==> config.mk <==
export PLATFORM = sky130hd
export DESIGN_NAME = dedup_code_fifo_with_keepalive
export DESIGN_NICKNAME = d
export VERILOG_FILES = /design/src/hdl/dcf_pkg.sv /design/src/hdl/dcf_ram.sv /design/src/hdl/dcf_ctrl.sv /design/src/hdl/dedup_code_fifo_with_keepalive.sv
export SDC_FILE = /design/constraint.sdc
export NUM_CORES = 1
export LEC_CHECK = 0
export ABC_AREA = 1
export BUFFER_PORTS_ARGS = -buffer_cell sky130_fd_sc_hd__buf_2
export CAP_MARGIN = 40
export CELL_PAD_IN_SITES_DETAIL_PLACEMENT = 1
export CELL_PAD_IN_SITES_GLOBAL_PLACEMENT = 2
export CORE_MARGIN = 1.5
export CORE_UTILIZATION = 38
export CTS_CLUSTER_SIZE = 28
export DETAILED_ROUTE_END_ITERATION = 10
export HOLD_SLACK_MARGIN = 0.1
export PLACE_DENSITY_LB_ADDON = 0.2
export SKIP_CTS_REPAIR_TIMING = 1
export SYNTH_ARGS = -nofsm -noshare
export SYNTH_HDL_FRONTEND = slang
export SYNTH_HIERARCHICAL = 1
export SYNTH_SLANG_ARGS = --single-unit
==> constraint.sdc <==
create_clock -name clk -period 5 [get_ports clk]
set_clock_uncertainty 0.2 [all_clocks]
set_input_delay 1.25 -clock clk [delete_from_list [all_inputs] [get_ports clk]]
set_output_delay 1.25 -clock clk [all_outputs]
set_load 0.02 [all_outputs]
==> src/hdl/dcf_pkg.sv <==
`default_nettype none

package dcf_pkg;

  localparam int DCF_DEPTH  = 32;
  localparam int CODE_W     = 32;
  localparam int MS_W       = 16;
  localparam int FILL_W     = 5;
  localparam int CFG_IDX_W  = 2;
  localparam int CFG_DATA_W = 32;

  localparam logic [1:0] MODE_TICK = 2'd0;
  localparam logic [1:0] MODE_CODE = 2'd1;
  localparam logic [1:0] MODE_READ = 2'd2;

  localparam logic [CFG_IDX_W-1:0] REG_FILTER_TIME    = 2'd0;
  localparam logic [CFG_IDX_W-1:0] REG_PAUSE_INTERVAL = 2'd1;
  localparam logic [CFG_IDX_W-1:0] REG_EMPTY_CODE     = 2'd2;
  localparam logic [CFG_IDX_W-1:0] REG_IDLE_CODE      = 2'd3;

  localparam logic [MS_W-1:0]   FILTER_TIME_RST    = 16'd300;
  localparam logic [MS_W-1:0]   PAUSE_INTERVAL_RST = 16'd10000;
  localparam logic [CODE_W-1:0] EMPTY_CODE_RST     = 32'h0000_0000;
  localparam logic [CODE_W-1:0] IDLE_CODE_RST      = 32'hFFFF_FFFF;
  localparam logic [MS_W-1:0]   MS_MAX             = 16'hFFFF;

  typedef struct packed {
    logic [1:0]        mode;
    logic [CODE_W-1:0] code;
  } dcf_in_t;

  typedef struct packed {
    logic              read_valid;
    logic [CODE_W-1:0] read_code;
    logic              was_empty;
    logic              pushed;
    logic              dropped_oldest;
    logic [FILL_W-1:0] fill_count;
  } dcf_out_t;

endpackage

`default_nettype wire

==> src/hdl/dcf_ram.sv <==
`default_nettype none

module dcf_ram #(
  parameter int WIDTH = 32,
  parameter int DEPTH = 32
) (
  input  wire logic                     clk,
  input  wire logic                     wr_en,
  input  wire logic [$clog2(DEPTH)-1:0] wr_addr,
  input  wire logic [WIDTH-1:0]         wr_data,
  input  wire logic                     rd_en,
  input  wire logic [$clog2(DEPTH)-1:0] rd_addr,
  output logic      [WIDTH-1:0]         rd_data
);

  logic [WIDTH-1:0] mem [DEPTH];

  always_ff @(posedge clk) begin
    if (wr_en) begin
      mem[wr_addr] <= wr_data;
    end
    if (rd_en) begin
      rd_data <= mem[rd_addr];
    end
  end

endmodule

`default_nettype wire

==> src/hdl/dcf_ctrl.sv <==
`default_nettype none

module dcf_ctrl #(
  parameter int DEPTH = dcf_pkg::DCF_DEPTH
) (
  input  wire logic                             clk,
  input  wire logic                             rst_n,
  input  wire logic                             accept,
  input  wire dcf_pkg::dcf_in_t                 in_data,
  input  wire logic                             cfg_we,
  input  wire logic [dcf_pkg::CFG_IDX_W-1:0]    cfg_index,
  input  wire logic [dcf_pkg::CFG_DATA_W-1:0]   cfg_data,
  output logic                                  out_valid,
  output dcf_pkg::dcf_out_t                     res,
  output logic                                  ram_sel,
  output logic                                  ram_we,
  output logic      [$clog2(DEPTH)-1:0]         ram_waddr,
  output logic      [dcf_pkg::CODE_W-1:0]       ram_wdata,
  output logic                                  ram_re,
  output logic      [$clog2(DEPTH)-1:0]         ram_raddr
);

  import dcf_pkg::*;

  localparam int PW = $clog2(DEPTH);
  localparam int FW = (PW + 1 > FILL_W) ? PW + 1 : FILL_W;
  localparam logic [PW-1:0] LAST_SLOT = PW'(DEPTH - 1);
  localparam logic [PW:0]   DEPTH_W   = (PW + 1)'(DEPTH);

  logic [MS_W-1:0]   filter_time_r;
  logic [MS_W-1:0]   pause_interval_r;
  logic [CODE_W-1:0] empty_code_r;
  logic [CODE_W-1:0] idle_code_r;

  logic [PW-1:0]     wp_r, wp_nxt;
  logic [PW-1:0]     rp_r, rp_nxt;
  logic [CODE_W-1:0] last_code_r, last_code_nxt;
  logic [MS_W-1:0]   elapsed_r, elapsed_nxt;
  logic              out_valid_r;
  dcf_out_t          res_r, res_nxt;
  logic              ram_sel_r, ram_sel_nxt;

  logic [MS_W-1:0]   elapsed_inc;
  logic [PW-1:0]     wp_step;
  logic [PW-1:0]     rp_step;
  logic              full;
  logic              empty;
  logic [PW:0]       fill;
  logic [FW-1:0]     fill_ext;

  function automatic logic [PW-1:0] ring_next(input logic [PW-1:0] p);
    return (p == LAST_SLOT) ? '0 : p + PW'(1);
  endfunction

  assign wp_step     = ring_next(wp_r);
  assign rp_step     = ring_next(rp_r);
  assign full        = (wp_step == rp_r);
  assign empty       = (wp_r == rp_r);
  assign elapsed_inc = (elapsed_r != MS_MAX) ? elapsed_r + MS_W'(1) : elapsed_r;

  always_comb begin
    wp_nxt        = wp_r;
    rp_nxt        = rp_r;
    last_code_nxt = last_code_r;
    elapsed_nxt   = elapsed_r;
    ram_we        = 1'b0;
    ram_wdata     = in_data.code;
    ram_re        = 1'b0;
    ram_sel_nxt   = 1'b0;
    res_nxt       = '0;
    if (accept) begin
      case (in_data.mode)
        MODE_TICK: begin
          elapsed_nxt = elapsed_inc;
          if (elapsed_inc >= pause_interval_r && !full) begin
            ram_we         = 1'b1;
            ram_wdata      = idle_code_r;
            wp_nxt         = wp_step;
            last_code_nxt  = idle_code_r;
            elapsed_nxt    = '0;
            res_nxt.pushed = 1'b1;
          end
        end
        MODE_CODE: begin
          if (in_data.code != last_code_r || elapsed_r > filter_time_r) begin
            ram_we                 = 1'b1;
            wp_nxt                 = wp_step;
            last_code_nxt          = in_data.code;
            res_nxt.pushed         = 1'b1;
            res_nxt.dropped_oldest = full;
            if (full) begin
              rp_nxt = rp_step;
            end
          end
          elapsed_nxt = '0;
        end
        MODE_READ: begin
          res_nxt.read_valid = 1'b1;
          if (empty) begin
            res_nxt.read_code = empty_code_r;
            res_nxt.was_empty = 1'b1;
          end else begin
            ram_re      = 1'b1;
            ram_sel_nxt = 1'b1;
            rp_nxt      = rp_step;
          end
        end
        default: begin
        end
      endcase
    end
    if (wp_nxt >= rp_nxt) begin
      fill = {1'b0, wp_nxt} - {1'b0, rp_nxt};
    end else begin
      fill = {1'b0, wp_nxt} + DEPTH_W - {1'b0, rp_nxt};
    end
    fill_ext           = FW'(fill);
    res_nxt.fill_count = fill_ext[FILL_W-1:0];
  end

  always_ff @(posedge clk) begin
    if (!rst_n) begin
      filter_time_r    <= FILTER_TIME_RST;
      pause_interval_r <= PAUSE_INTERVAL_RST;
      empty_code_r     <= EMPTY_CODE_RST;
      idle_code_r      <= IDLE_CODE_RST;
      wp_r             <= '0;
      rp_r             <= '0;
      last_code_r      <= '0;
      elapsed_r        <= '0;
      out_valid_r      <= 1'b0;
    end else begin
      if (cfg_we) begin
        case (cfg_index)
          REG_FILTER_TIME:    filter_time_r    <= cfg_data[MS_W-1:0];
          REG_PAUSE_INTERVAL: pause_interval_r <= cfg_data[MS_W-1:0];
          REG_EMPTY_CODE:     empty_code_r     <= cfg_data[CODE_W-1:0];
          REG_IDLE_CODE:      idle_code_r      <= cfg_data[CODE_W-1:0];
          default: begin
          end
        endcase
      end
      wp_r        <= wp_nxt;
      rp_r        <= rp_nxt;
      last_code_r <= last_code_nxt;
      elapsed_r   <= elapsed_nxt;
      out_valid_r <= accept;
    end
  end

  always_ff @(posedge clk) begin
    res_r     <= res_nxt;
    ram_sel_r <= ram_sel_nxt;
  end

  assign out_valid = out_valid_r;
  assign res       = res_r;
  assign ram_sel   = ram_sel_r;
  assign ram_waddr = wp_r;
  assign ram_raddr = rp_r;

  a_ptr_range: assert property (@(posedge clk) disable iff (!rst_n)
    (wp_r <= LAST_SLOT) && (rp_r <= LAST_SLOT))
    else $error("Queue pointer left the ring.");

  a_push_not_empty: assert property (@(posedge clk) disable iff (!rst_n)
    out_valid_r && res_r.pushed |-> wp_r != rp_r)
    else $error("Queue is empty right after a push.");

  a_drop_needs_push: assert property (@(posedge clk) disable iff (!rst_n)
    out_valid_r && res_r.dropped_oldest |-> res_r.pushed && !res_r.read_valid)
    else $error("Oldest entry dropped without a push.");

  a_code_clears_timer: assert property (@(posedge clk) disable iff (!rst_n)
    accept && in_data.mode == MODE_CODE |=> elapsed_r == '0)
    else $error("Elapsed counter not cleared by a received code.");

  a_ram_read_only_on_pop: assert property (@(posedge clk) disable iff (!rst_n)
    out_valid_r && ram_sel_r |-> res_r.read_valid && !res_r.was_empty && !res_r.pushed)
    else $error("Memory data selected for a transaction that is not a pop.");

endmodule

`default_nettype wire

==> src/hdl/dedup_code_fifo_with_keepalive.sv <==
// Channel  Ports                            Transfer
// -------  -------------------------------  ------------------------------------
// input    start, busy, in_data             start high and busy low at a clock edge
// result   out_valid, out_data              out_valid high for one cycle, no stall
// config   cfg_we, cfg_index, cfg_data      cfg_we high at a clock edge
//
// The result of every transaction appears in the cycle after it is taken.
// A new transaction may be started in every cycle, so the rate is one per clock.
// The queue memory read register also serves as the result register for pops.
// Reset is synchronous and active low; the queue memory needs no clearing pass.
// The receiver cannot stall, and busy stays low.
`default_nettype none

module dedup_code_fifo_with_keepalive #(
  parameter int DEPTH = dcf_pkg::DCF_DEPTH
) (
  input  wire logic                           clk,
  input  wire logic                           rst_n,
  input  wire logic                           start,
  output logic                                busy,
  input  wire dcf_pkg::dcf_in_t               in_data,
  output logic                                out_valid,
  output dcf_pkg::dcf_out_t                   out_data,
  input  wire logic                           cfg_we,
  input  wire logic [dcf_pkg::CFG_IDX_W-1:0]  cfg_index,
  input  wire logic [dcf_pkg::CFG_DATA_W-1:0] cfg_data
);

  import dcf_pkg::*;

  localparam int PW = $clog2(DEPTH);

  logic              accept;
  dcf_out_t          res;
  logic              ram_sel;
  logic              ram_we;
  logic [PW-1:0]     ram_waddr;
  logic [CODE_W-1:0] ram_wdata;
  logic              ram_re;
  logic [PW-1:0]     ram_raddr;
  logic [CODE_W-1:0] ram_rdata;

  assign busy   = 1'b0;
  assign accept = start && !busy;

  dcf_ctrl #(
    .DEPTH (DEPTH)
  ) u_ctrl (
    .clk       (clk),
    .rst_n     (rst_n),
    .accept    (accept),
    .in_data   (in_data),
    .cfg_we    (cfg_we),
    .cfg_index (cfg_index),
    .cfg_data  (cfg_data),
    .out_valid (out_valid),
    .res       (res),
    .ram_sel   (ram_sel),
    .ram_we    (ram_we),
    .ram_waddr (ram_waddr),
    .ram_wdata (ram_wdata),
    .ram_re    (ram_re),
    .ram_raddr (ram_raddr)
  );

  dcf_ram #(
    .WIDTH (CODE_W),
    .DEPTH (DEPTH)
  ) u_queue (
    .clk     (clk),
    .wr_en   (ram_we),
    .wr_addr (ram_waddr),
    .wr_data (ram_wdata),
    .rd_en   (ram_re),
    .rd_addr (ram_raddr),
    .rd_data (ram_rdata)
  );

  always_comb begin
    out_data = res;
    if (ram_sel) begin
      out_data.read_code = ram_rdata;
    end
  end

endmodule

`default_nettype wire
# ---- After elaboration in Yosys (flattened, before gate mapping)
# Memories as Yosys holds them, arrays and structs flattened. A register that Yosys moved wholly into a read port is not among the register bits.
# Cells that the tools add are included.
dict set report word_totals {
  register_bits 197
  latchBits 0
  ram_bits 1024
  mem_bits_ro 0
  input_bits 72
  out_inout_bits 43
  word_cells 89
  n_memories 1
}
# memory depth width rd rd_ports_with_merged_regs write_ports line
set memory_table {}
lappend memory_table {u_queue.mem 32 32 1 1 1 dcf_ram.sv:16} ;# logic [WIDTH-1:0] mem [DEPTH];
dict set report classes {
  n_addsub 6
  multipliers 0
  n_div 0
  n_lt_le_gt_ge 3
  eq_ne 13
  n_shift 0
  muxes 35
  bitwise_logic 0
  n_reduce_logical 15
}
# cell count
set ops {}
lappend ops {{$mux W32} 6}
lappend ops {{$pmux W32 S2} 1}
lappend ops {{$mux W5} 10}
lappend ops {{$mux W34} 1}
lappend ops {{$mux W33} 1}
lappend ops {{$mux W16} 2}
lappend ops {{$ne A32 B32 Y1} 1}
lappend ops {{$pmux W16 S2} 1}
lappend ops {{$pmux W5 S2} 2}
lappend ops {{$add A16 B1 Y16 const B} 1}
lappend ops {{$ge A16 B16 Y1} 1}
lappend ops {{$gt A16 B16 Y1} 1}
lappend ops {{$ne A16 B16 Y1 const B} 1}
lappend ops {{$add A5 B1 Y5 const B} 3}
lappend ops {{$reduce_and A2 Y1} 6}
lappend ops {{$eq A5 B5 Y1} 2}
lappend ops {{$eq A5 B5 Y1 const B} 2}
lappend ops {{$sub A5 B5 Y5} 2}
lappend ops {{$mux W1} 8}
lappend ops {{$eq A2 B2 Y1 const B} 3}
lappend ops {{$reduce_and A3 Y1} 2}
lappend ops {{$ge A5 B5 Y1} 1}
lappend ops {{$eq A2 B1 Y1 const B} 2}
lappend ops {{$logic_not A2 Y1} 2}
lappend ops {{8 further kinds} 10}

# ---- Logic depth before layout (Yosys ltp)
dict set report logic_depth {
  depth_word 11
  ltp_mapped 34
}

# ---- Cells and area by module
# Netlist, hierarchy kept.
# module n_inst cells_each area_per_inst_um2 seq_area_each_um2
set by_module_without_submodules {}
lappend by_module_without_submodules {dcf_ram 1 3536 42726.0 31710.4}
lappend by_module_without_submodules {dcf_ctrl 1 1383 9790.6 3943.8}
lappend by_module_without_submodules {dedup_code_fifo_with_keepalive 1 106 503.0 0.0}

# ---- Least setup slack after synthesis
# Ideal clock, no wire load.
dict set report synth_timing {
  kind {register to register}
  startpoint {reg u_ctrl.elapsed_r[0]}
  endpoint {mem u_queue.mem[31][0], enable pin}
  setup_time_ns 0.421
  arrival_time_ns 4.328
  t_required_ns 4.379
  slack_ns 0.050
  path_stages_with_launch 20
  n_path_buf 0
  path_cell_list {dfxtp_1 > ha_1 > nand3_1 > nor2_2 > nand2_1 > nor3_2 > inv_1 > nand3_1 > nor2_1 > xor2_1 > ha_1 > nand4_1 > nor3_1 > nand3_1 > nand3_1 > nand2_2 > o21ai_2 > and2_1 > nand3_1 > nor2_1}
}
dict set report synth_via {
  elab_chain_cells 9
}
# item line
set synth_lines {}
lappend synth_lines {{start: declaration} dcf_ctrl.sv:38} ;# logic [MS_W-1:0] elapsed_r, elapsed_nxt;
lappend synth_lines {{start signal: assignment} dcf_ctrl.sv:146} ;# elapsed_r <= elapsed_nxt;
lappend synth_lines {{$add A16 B1 Y16 / $ne A16 B16 Y1 (equally long branches)} dcf_ctrl.sv:59} ;# assign elapsed_inc = (elapsed_r != MS_MAX) ? elapsed_r + MS_W'(1) : elapsed_r;
lappend synth_lines {{$mux W16} dcf_ctrl.sv:59}
lappend synth_lines {{$ge A16 B16 Y1} dcf_ctrl.sv:75} ;# if (elapsed_inc >= pause_interval_r && !full) begin
lappend synth_lines {{$logic_and A1 B1 Y1} dcf_ctrl.sv:75}
lappend synth_lines {{$mux W1} dcf_ctrl.sv:75}
lappend synth_lines {{$pmux W1 S2 *} dcf_ctrl.sv:72} ;# case (in_data.mode)
lappend synth_lines {{$mux W1 *} dcf_ctrl.sv:71} ;# if (accept) begin
lappend synth_lines {{via ram_we} dedup_code_fifo_with_keepalive.sv:36} ;# logic ram_we;
lappend synth_lines {{$mux W1 *} dcf_ram.sv:19} ;# if (wr_en) begin
lappend synth_lines {{$mux W1 (implied by the code) *} dcf_ram.sv:20} ;# mem[wr_addr] <= wr_data;
lappend synth_lines {{end: declaration} dcf_ram.sv:16}
# Mark *: on every way through the listed nets, which the timed path passes. The rest lies on a longest branch.

# ---- Worst setup path after layout
dict set report layout_timing {
  startpoint {reg u_ctrl.elapsed_r[0]}
  endpoint {reg u_ctrl.res_r, in the netlist u_ctrl/res[4]}
}
dict set report layout_via {
  elab_chain_cells 10
}
# item line
set layout_lines {}
lappend layout_lines {{$add A16 B1 Y16 / $ne A16 B16 Y1 (equally long branches)} dcf_ctrl.sv:59}
lappend layout_lines {{$mux W16} dcf_ctrl.sv:59}
lappend layout_lines {{$ge A16 B16 Y1} dcf_ctrl.sv:75}
lappend layout_lines {{$logic_and A1 B1 Y1} dcf_ctrl.sv:75}
lappend layout_lines {{$mux W5} dcf_ctrl.sv:75}
lappend layout_lines {{$pmux W5 S2} dcf_ctrl.sv:72}
lappend layout_lines {{$mux W5} dcf_ctrl.sv:71}
lappend layout_lines {{$add A5 B1 Y5} dcf_ctrl.sv:115} ;# fill = {1'b0, wp_nxt} + DEPTH_W - {1'b0, rp_nxt};
lappend layout_lines {{$sub A5 B5 Y5} dcf_ctrl.sv:115}
lappend layout_lines {{$mux W5 *} dcf_ctrl.sv:112} ;# if (wp_nxt >= rp_nxt) begin
lappend layout_lines {{via u_ctrl.fill[4]} dcf_ctrl.sv:48} ;# logic [PW:0] fill;
lappend layout_lines {{end signal: assignment} dcf_ctrl.sv:152} ;# res_r <= res_nxt;
lappend layout_lines {{end: declaration} dcf_ctrl.sv:40} ;# dcf_out_t res_r, res_nxt;
# Marks and branches as above.
# A chain may end at the register's enable or synchronous reset.

==> reports/results.md <==
• finished clean — status
• simple AND/OR/NAND/NOR gates — Largest delay share family, worst path
• 104 mm — placed wire-length estimate
• 0.77 ns — worst-skew pair later-pin latency
• 0.42 ns — CP peak stage delay
• 8 — CP max FO
• 5.04 ns — data arrival at the endpoint of the critical path
• 3 — Clock Path Buffers
• 44.3% — final core utilization
• 5.45 ns — Data required, critical path
• 5025 — instance count of the mapped netlist
• 188 — pin count of the biggest net entering global routing
• 5 — number of antenna violations at the first check in global routing
• 0 — total congestion overflow after global routing
• 4 — Clock H-tree levels
• 388 nW/µm² — pwr dens
• edfxtp_1 60%, nand2_1 13%, nand3_1 7.6% — largest cells by area after synthesis
• 4 — CP bufs+invs
• 0 — Fin. Hold Viols
• nand2_1 — most common library cell in the layout ignoring fill and taps
• fa_1 — worst-path cell with the longest stage delay
• 47 — count of distinct cell types in the synthesized netlist
• 377 µm — die height
• 38100 — via count of the first global-routing pass
• nand2_1 — most repeated library cell on the critical path
• 254 mm — wire length of the first global-routing pass
• 1.20 ns — Worst Tran Pin Value
• 141 — TritonCTS buffer count
• 0 — max-cap check violation count
• 24.2% — GRT Total Usage
• 11.7% — share of layout cells above drive strength 1
• 136 — standard-cell row count
• 53000 µm² — Cell Area, Synth
• 115 — number of top-level pins
• 0.797 — routability cong.
• 0 — ANT nets after route
• 1834 x nand2_1, 1056 x edfxtp_1, 806 x nand3_1, 212 x inv_1, 188 x dfxtp_1 — most frequent cells in the layout
• 0.06 ns — clock transition time at the flip-flop clock pins of the worst setup and hold paths
• 10.6 µm² — per-instance average area after synthesis
• u_ctrl/elapsed_r[0] — worst reg2reg path startpoint
• yes — CTS tree
• 0 — setup violation total in the final timing report
• 1253 — clock sinks
• 171 mm — total detailed-routing wirelength
• 142000 µm² — Die Footprint
• 2764 — count of routing violations after the opening detailed-route iteration
• 23.3 nW — Lkg Pwr
• 138000 µm² — placeable core area
• 37100 — via count
• 38.4% — starting density of the core
• 0 — DRC violations left
• 91.7% — final period utilization
• clkbuf_16 — root buffer selected by CTS
• edfxtp_1 — cell type with the highest aggregate area in the netlist
• 0 ns — setup TNS
• u_ctrl/elapsed_r[0] — Crit. Startpoint
• 6 — count of synthesis-stage warnings from yosys
• flop — Critical Path Sink Type
• 5.20 — drt via density
• 5142 — number of nets in the synthesized netlist
• 5 — length of the first detailed-routing pass in iterations
• u_ctrl/empty_code_r[2] — worst min-delay path startpoint
• 113 — total of buffers placed on input and output ports
• 1253 — number of synthesized register bits
• 0 — max-slew violations
• 290 µV — Worst VDD drop
• reg -> reg — Worst Hold Class
• 19.9% — Max-slew headroom
• 15.4% — area delta synth->final
• 0.115 ns — placement-stage worst setup slack
• 218 MHz — max frequency
• 0.413 ns — final worst-path setup slack
• 23.7 mW — Final Power
• 24.0 µm — average wire per cell in the routed design
• reg -> reg — Setup CP Type
• flop — kind of launch point of the worst setup path
• 5270 — Layout Nets
• 4.59 ns — time the worst path needs with I/O delays and setup
• 67.2% — sequential-to-total area share from yosys stat
• 59.8% — area share of the largest cell type after synthesis
• 377 µm — die boundary width
synthesized netlist by cell type (all sizes together):
| cell | number |
|---|---|
| ha | 44 |
| nor2 | 173 |
| nand3b | 2 |
| a211oi | 29 |
| nor3 | 6 |
| a2bb2oi | 1 |
| nand4 | 9 |
| conb | 1 |
| a21o | 2 |
| xor2 | 13 |
| xnor2 | 6 |
| nand3 | 811 |
| o21ai | 168 |
| buf | 210 |
| and2 | 2 |
| a31oi | 2 |
| fa | 1 |
| inv | 223 |
| a21oi | 125 |
| dfxtp | 197 |
| edfxtp | 1056 |
| a21boi | 1 |
| or2 | 1 |
| clkbuf | 77 |
| o211ai | 10 |
| o31ai | 1 |
| nand2 | 1851 |
| o21a | 1 |
| clkinv | 2 |
routing by layer:
layer	track usage, %	wire (µm)	vias to the layer above
met1	32.8	77600	18900
met5	0	0	-
met4	6.86	4190	0
li1	-	-	17400
met2	40.8	83500	679
met3	2.97	6040	214
area by class of cell:
| cell class | instances | area (µm²) |
|---|---|---|
| sequential | 1253 | 35700 |
| timing repair buffer | 272 | 2850 |
| clock buffer | 179 | 3770 |
| fill | 15000 | 76800 |
| clock inverter | 77 | 616 |
| antenna | 2 | 5.00 |
| inverter | 225 | 883 |
| tap | 1863 | 2330 |
| multi-input combinational | 3260 | 15100 |
logic make-up (layout without fill, tap and decap cells):
kind of cell / count (synthesis) / in the layout / synth area share [%]
AND/OR/NAND/NOR: 2855 / 2855 / 22.4
flip-flops: 1253 / 1253 / 67.2
buffers and inverters: 512 / 753 / 5.26
AO/OA/AOI/OAI: 340 / 340 / 3.72
adder cells (fa/ha/maj): 45 / 45 / 1.08
XOR/XNOR: 19 / 19 / 0.314
other: 1 / 3 / 0.00707
worst reg2reg max path, delay by kind of cell (launching register included):
kind                     cells  cell delay (ns)
buffers and inverters        4             0.28
XOR/XNOR                     1             0.15
AO/OA/AOI/OAI                4             0.60
AND/OR/NAND/NOR             15             1.68
flip-flops                   1             0.38
adder cells (fa/ha/maj)      4             1.17
report_power, final:
part	switching, mW	internal (mW)	total, mW
Sequential	0.0650	11.4	11.5
Combinational	1.69	0.602	2.29
Clock	4.27	5.66	9.93
flip-flops by register name, summed over array words and instances, names as in the netlist:
register and flops:
u_ctrl/empty_code_r 32, u_ctrl/idle_code_r 32, u_ctrl/res 41, u_ctrl/ram_raddr 5, u_ctrl/last_code_r 32, u_ctrl/filter_time_r 16
u_ctrl/elapsed_r 16, u_queue/rd_data 32, u_ctrl/ram_waddr 5, u_ctrl/pause_interval_r 16, u_ctrl/ram_sel 1, u_ctrl/out_valid 1
u_queue/mem 1024
path summary, 6_finish.rpt:
check,slack (ns),depth (start not counted),endpoint
hold / removal,0.24,2,u_ctrl/res[10]
setup reg to reg,0.41,28,u_ctrl/res[4]
setup / recovery,0.41,28,u_ctrl/res[4]
hold reg to reg,0.24,2,u_ctrl/res[10]
through the flow:
stage                     hold WS (ns)  area (µm²)  instances
after detailed placement         0.230       56800       6871
after floorplan                  0.216       53000       5025
after global routing             0.249       61200       7129
after global placement           0.226       56400       6856
final                            0.239       61200       7131
after CTS                        0.240       61100       7127
Power figures use the tool's default switching activity.
